`src/sv/pwe_pkg.sv`:
```
// shared types, constants and table functions for the periodic waveform evaluator
package pwe_pkg;

    localparam int PW = 31;   // period width
    localparam int XW = 34;   // cordic x/y width, Q30
    localparam int ZW = 36;   // cordic angle width, Q32 radians
    localparam int TW = 33;   // triangle value width, Q30
    localparam int OW = 34;   // early multiplier operand width

    typedef enum logic [2:0] {
        MODE_CONST    = 3'd0,
        MODE_LINEAR   = 3'd1,
        MODE_SINE     = 3'd2,
        MODE_COSINE   = 3'd3,
        MODE_PULSE    = 3'd4,
        MODE_TRIANGLE = 3'd5,
        MODE_SAW      = 3'd6,
        MODE_INVALID  = 3'd7
    } pwe_mode_t;

    localparam logic [2:0] REG_MODE   = 3'd0;
    localparam logic [2:0] REG_OFFSET = 3'd1;
    localparam logic [2:0] REG_AMP    = 3'd2;
    localparam logic [2:0] REG_PERIOD = 3'd3;
    localparam logic [2:0] REG_PHASE  = 3'd4;

    localparam logic [63:0] PI_Q60 = 64'h3243F6A8885A308D;
    localparam logic signed [63:0] PI_Q29 = 64'sd1686629713;
    localparam logic signed [63:0] INV_TWO_PI_Q32 = 64'sd683565276;
    localparam logic signed [XW-1:0] CORDIC_GAIN_Q30 = 34'sd652032874;

    typedef struct packed {
        logic               t_neg;
        logic signed [32:0] tph;
    } pwe_dside_t;

    typedef struct packed {
        logic [1:0]           quad;
        logic signed [TW-1:0] tri_val;
        logic signed [OW-1:0] opnd;
    } pwe_cside_t;

    // series term divided by the odd number 2k+1
    function automatic logic [63:0] div_odd(input logic [63:0] x, input int unsigned k);
        logic [63:0] r;
        case (k)
            0:  r = x / 1;
            1:  r = x / 3;
            2:  r = x / 5;
            3:  r = x / 7;
            4:  r = x / 9;
            5:  r = x / 11;
            6:  r = x / 13;
            7:  r = x / 15;
            8:  r = x / 17;
            9:  r = x / 19;
            10: r = x / 21;
            11: r = x / 23;
            12: r = x / 25;
            13: r = x / 27;
            14: r = x / 29;
            15: r = x / 31;
            16: r = x / 33;
            17: r = x / 35;
            18: r = x / 37;
            19: r = x / 39;
            20: r = x / 41;
            21: r = x / 43;
            22: r = x / 45;
            23: r = x / 47;
            24: r = x / 49;
            25: r = x / 51;
            26: r = x / 53;
            27: r = x / 55;
            28: r = x / 57;
            29: r = x / 59;
            30: r = x / 61;
            default: r = 64'd0;
        endcase
        return r;
    endfunction

    // atan(2^-i) in Q32 radians, series truncated at Q62
    function automatic logic [63:0] atan_q32(input int unsigned i);
        logic [63:0] acc;
        logic [63:0] term;
        int unsigned sh;
        acc = 64'd0;
        if (i == 0) begin
            acc = PI_Q60;
        end else begin
            for (int unsigned k = 0; k < 31; k++) begin
                sh = i * (2 * k + 1);
                if (sh <= 62) begin
                    term = div_odd((64'd1 << 62) >> sh, k);
                    if (k % 2 == 1) begin
                        acc = acc - term;
                    end else begin
                        acc = acc + term;
                    end
                end
            end
        end
        return (acc + (64'd1 << 29)) >> 30;
    endfunction

endpackage

```
`src/sv/pwe_divpipe.sv`:
```
// pipelined restoring divider, one quotient bit per stage
module pwe_divpipe #(
    parameter int STEPS = 33,
    parameter int SW = 1
) (
    input  logic                   clk,
    input  logic                   rst_n,
    input  logic                   in_valid,
    input  logic [STEPS-1:0]       in_num,
    input  logic [pwe_pkg::PW-1:0] in_rem,
    input  logic [SW-1:0]          in_side,
    input  logic [pwe_pkg::PW-1:0] divisor,
    output logic                   out_valid,
    output logic [pwe_pkg::PW-1:0] out_rem,
    output logic [STEPS-1:0]       out_quo,
    output logic [SW-1:0]          out_side
);
    import pwe_pkg::*;

    logic             vld_reg  [STEPS];
    logic [PW-1:0]    rem_reg  [STEPS];
    logic [STEPS-1:0] nq_reg   [STEPS];
    logic [SW-1:0]    side_reg [STEPS];

    genvar i;
    generate
        for (i = 0; i < STEPS; i++)
        begin : g_step
            logic             vld_in;
            logic [PW-1:0]    rem_in;
            logic [STEPS-1:0] nq_in;
            logic [SW-1:0]    side_in;
            logic [PW:0]      shl;
            logic [PW:0]      diff;
            logic             ge;

            if (i == 0)
            begin : g_first
                assign vld_in  = in_valid;
                assign rem_in  = in_rem;
                assign nq_in   = in_num;
                assign side_in = in_side;
            end
            else
            begin : g_next
                assign vld_in  = vld_reg[i-1];
                assign rem_in  = rem_reg[i-1];
                assign nq_in   = nq_reg[i-1];
                assign side_in = side_reg[i-1];
            end

            // dividend bits leave at the top, quotient bits enter at the bottom
            assign shl  = {rem_in, nq_in[STEPS-1]};
            assign diff = shl - {1'b0, divisor};
            assign ge   = (shl >= {1'b0, divisor});

            always_ff @(posedge clk or negedge rst_n)
            begin
                if (!rst_n)
                begin
                    vld_reg[i] <= 1'b0;
                end
                else
                begin
                    vld_reg[i] <= vld_in;
                end
            end

            always_ff @(posedge clk)
            begin
                rem_reg[i]  <= ge ? diff[PW-1:0] : shl[PW-1:0];
                nq_reg[i]   <= {nq_in[STEPS-2:0], ge};
                side_reg[i] <= side_in;
            end
        end
    endgenerate

    assign out_valid = vld_reg[STEPS-1];
    assign out_rem   = rem_reg[STEPS-1];
    assign out_quo   = nq_reg[STEPS-1];
    assign out_side  = side_reg[STEPS-1];

endmodule

```
`config.mk`:
```
export PLATFORM = sky130hd
export DESIGN_NAME = pwe_divpipe
export DESIGN_NICKNAME = d
export VERILOG_FILES = /design/src/sv/pwe_pkg.sv /design/src/sv/pwe_divpipe.sv
export SDC_FILE = /design/constraint.sdc
export NUM_CORES = 2
export LEC_CHECK = 0
export BUFFER_PORTS_ARGS = -buffer_cell sky130_fd_sc_hd__buf_4
export CAP_MARGIN = 40
export CORE_MARGIN = 1.5
export CORE_UTILIZATION = 45
export DETAILED_ROUTE_END_ITERATION = 6
export RECOVER_POWER = 100
export SLEW_MARGIN = 20
export SYNTH_ARGS = -nofsm -noshare
export SYNTH_HDL_FRONTEND = slang
export SYNTH_SLANG_ARGS = --single-unit
```
`constraint.sdc`:
```
create_clock -name clk -period 6.7 [get_ports clk]
set_input_delay 0.335 -clock clk [delete_from_list [all_inputs] [get_ports clk]]
set_output_delay 0.335 -clock clk [all_outputs]
set_load 0.05 [all_outputs]
```
==> impl_metrics.json <==
{
  "outcome": "finished with violations",
  "violations": "max-capacitance violations, max-slew violations",
  "critPathCaptureType": "flop",
  "drc": 0,
  "numClockSinks": 2178,
  "hold_viol_final": 0,
  "maxCapViolations": 16,
  "clk-insertion-delay-late_ps": 890,
  "cts_root_buf": "clkbuf_16",
  "synthTopCellsByArea": "dfxtp_1 41%, ha_1 12%, a21oi_1 5.1%",
  "dr.pass1.iters": 7,
  "max_freq_mhz": 183,
  "p_leak_nw": 51.9,
  "finalWirelength_um": 292000,
  "synth_cell_types": 99,
  "max-slew-margin-rel_pct": -56.6,
  "dieHeight_um": 486,
  "skew_ps": 64.0,
  "synth.top_cells.by_count": "2145 x dfxtp_1, 1076 x a21oi_1, 1023 x ha_1, 987 x nand2_1, 928 x o21ai_0",
  "cpPeakStageDelay_ps": 1430,
  "core.rowCount": 176,
  "hold_class": "in -> reg",
  "setup_viol_count_final": 0,
  "ctsHtreeMaxLevel": 4,
  "fin_crit_sh_pct": 81.6,
  "total_power_w": 0.0710,
  "vias": 81900,
  "grt_pass1_vias": 79400,
  "period_minus_slack_ps": 5470,
  "drtIter0Drc": 4938,
  "yosys_warnings": 0,
  "tightest_slew_ps": 2350,
  "worst_path_max_delay_cell": "clkbuf_1",
  "crit_chain": "clkbuf_1, inv_1, buf_4, ha_1, nand3_1, o221a_2, o21ai_0, a221o_1, a21o_1, a21o_1, a31oi_1, a21oi_1, o32ai_4, clkbuf_1, mux2_2",
  "clk_pin_slew_ps": 60,
  "nets": 12600,
  "cts_tree": "yes",
  "ant_nets": 0,
  "synth.most_common_cell": "dfxtp_1",
  "p_per_area_nw_per_um2": 601,
  "post_drt_wl_per_cell_um": 19.9,
  "vias_per_cell": 5.57,
  "antenna_found_initial": 11,
  "gp_congestion": 0.940,
  "clockBufferDepth": 3,
  "drive_above_1_share_pct": 7.81,
  "place.detailed.hpwl_um": 218000,
  "synth_top_cell_area_share_pct": 41.0,
  "irDropWorstVdd_uv": 347,
  "largest_reg_flops": 1089,
  "rsz0062_at_grt": "false",
  "start_util_pct": 45.4,
  "grt_max_degree": 62,
  "ios": 165,
  "grt_remaining_overflow": 0,
  "numCtsBuffers": 230,
  "synth_area_um2": 105000,
  "synth_ff_type": "dfxtp_1",
  "crit_path_start_kind": "input pin",
  "dieArea_um2": 236000,
  "path_max_fanout": 32,
  "port_buffers": 164,
  "synth_edf_count": 0,
  "netlist_instances": 11200,
  "postSynthRegisterBits": 2178,
  "setup_tns_ps": 0,
  "grtUsageTotal_pct": 24.1,
  "crit_family": "buffers and inverters",
  "syn_to_final_growth_pct": 12.7,
  "cts_setup_buffers": 0,
  "critPathRequiredTime_ps": 7450,
  "worstPathArrival_ps": 6220,
  "synth_nets": 12300,
  "ys_async_sr_fraction_pct": 1.52,
  "cts_resized": 0,
  "grt_pass1_wl_um": 448000,
  "slew_viol_final": 521,
  "cp_num_buf_inv": 4,
  "synth-seq-area-share_pct": 41.8,
  "core_area_um2": 231000,
  "path_class": "in -> reg",
  "fp.dieW_um": 486,
  "synth_top_cell_by_area": "dfxtp_1",
  "syn_avg_cell_area_um2": 9.38
}
cell type report:
type | count | area, um2
diodes | 12 | 30.0
clock buffers | 315 | 6520
clock inverters | 114 | 1470
fillers | 21300 | 113000
inverters | 309 | 1160
multi-input cells | 8379 | 58500
flip-flops and latches | 2178 | 43800
well taps | 3026 | 3790
repair buffers | 364 | 2800
metrics by stage:
step	instances	instance area (um2)	setup WS, ps	hold slack [ps]	utilization, %
floorplan	11200	105000	2890	39.4	-
global placement	14200	110000	1670	285	47.5
detailed placement	14200	110000	1570	293	47.7
CTS	14700	119000	1960	21.8	51.5
global route	14700	118000	1020	56.2	51.2
finish	14700	118000	1230	105	51.2
placed cells by master (no fill, tap or decap), drive strengths merged, types with 279 or more instances in the layout:
cell type and instances:
dfxtp 2145, a21oi 1077, ha 1023, nand2 987
o21ai 952, nor2 636, a21o 549, xnor2 506
clkbuf 449, xor2 381, inv 321, mux2 279
timing repair:
item	CTS	global route
hold endpoints to repair	98	0
hold buffers	71	0
endpoints found under the setup margin	0	0
per-layer routing:
layer  vias to the layer above  part of all wire [%]  GRT usage, %
li1                      40700                     -             -
met1                     38500                    42          28.8
met2                      2081                    48          42.2
met3                       668                   4.1          3.08
met4                         2                   5.6          12.2
met5                         -                0.0045             0
logic make-up after synthesis:
family / after synthesis / synth area share [%]
simple gates: 2676 / 12.0
buf+inv: 611 / 2.30
fa+ha+maj: 1056 / 12.8
xor+xnor: 887 / 7.41
mux: 299 / 3.29
flops: 2178 / 41.8
compound gates: 3461 / 20.4
worst paths after layout:
path	start	end	slack, ps	cells past startpoint
max reg2reg	nq_reg[27][32]	rem_reg[28][21]	1560	13
min in group asynchronous	rst_n	g_step[32].vld_in	1090	4
min	in_num[28]	nq_reg[0][29]	110	2
max	divisor[3]	rem_reg[19][9]	1230	15
min reg2reg	nq_reg[13][20]	nq_reg[14][21]	280	0
max in group asynchronous	rst_n	g_step[7].vld_in	4570	4
where the power goes:
part           total, W  internal (W)  switching [W]
sequential       0.0217        0.0184        0.00321
combinational    0.0363        0.0156         0.0206
clock            0.0131       0.00761        0.00546
Power figures use the tool's default switching activity.
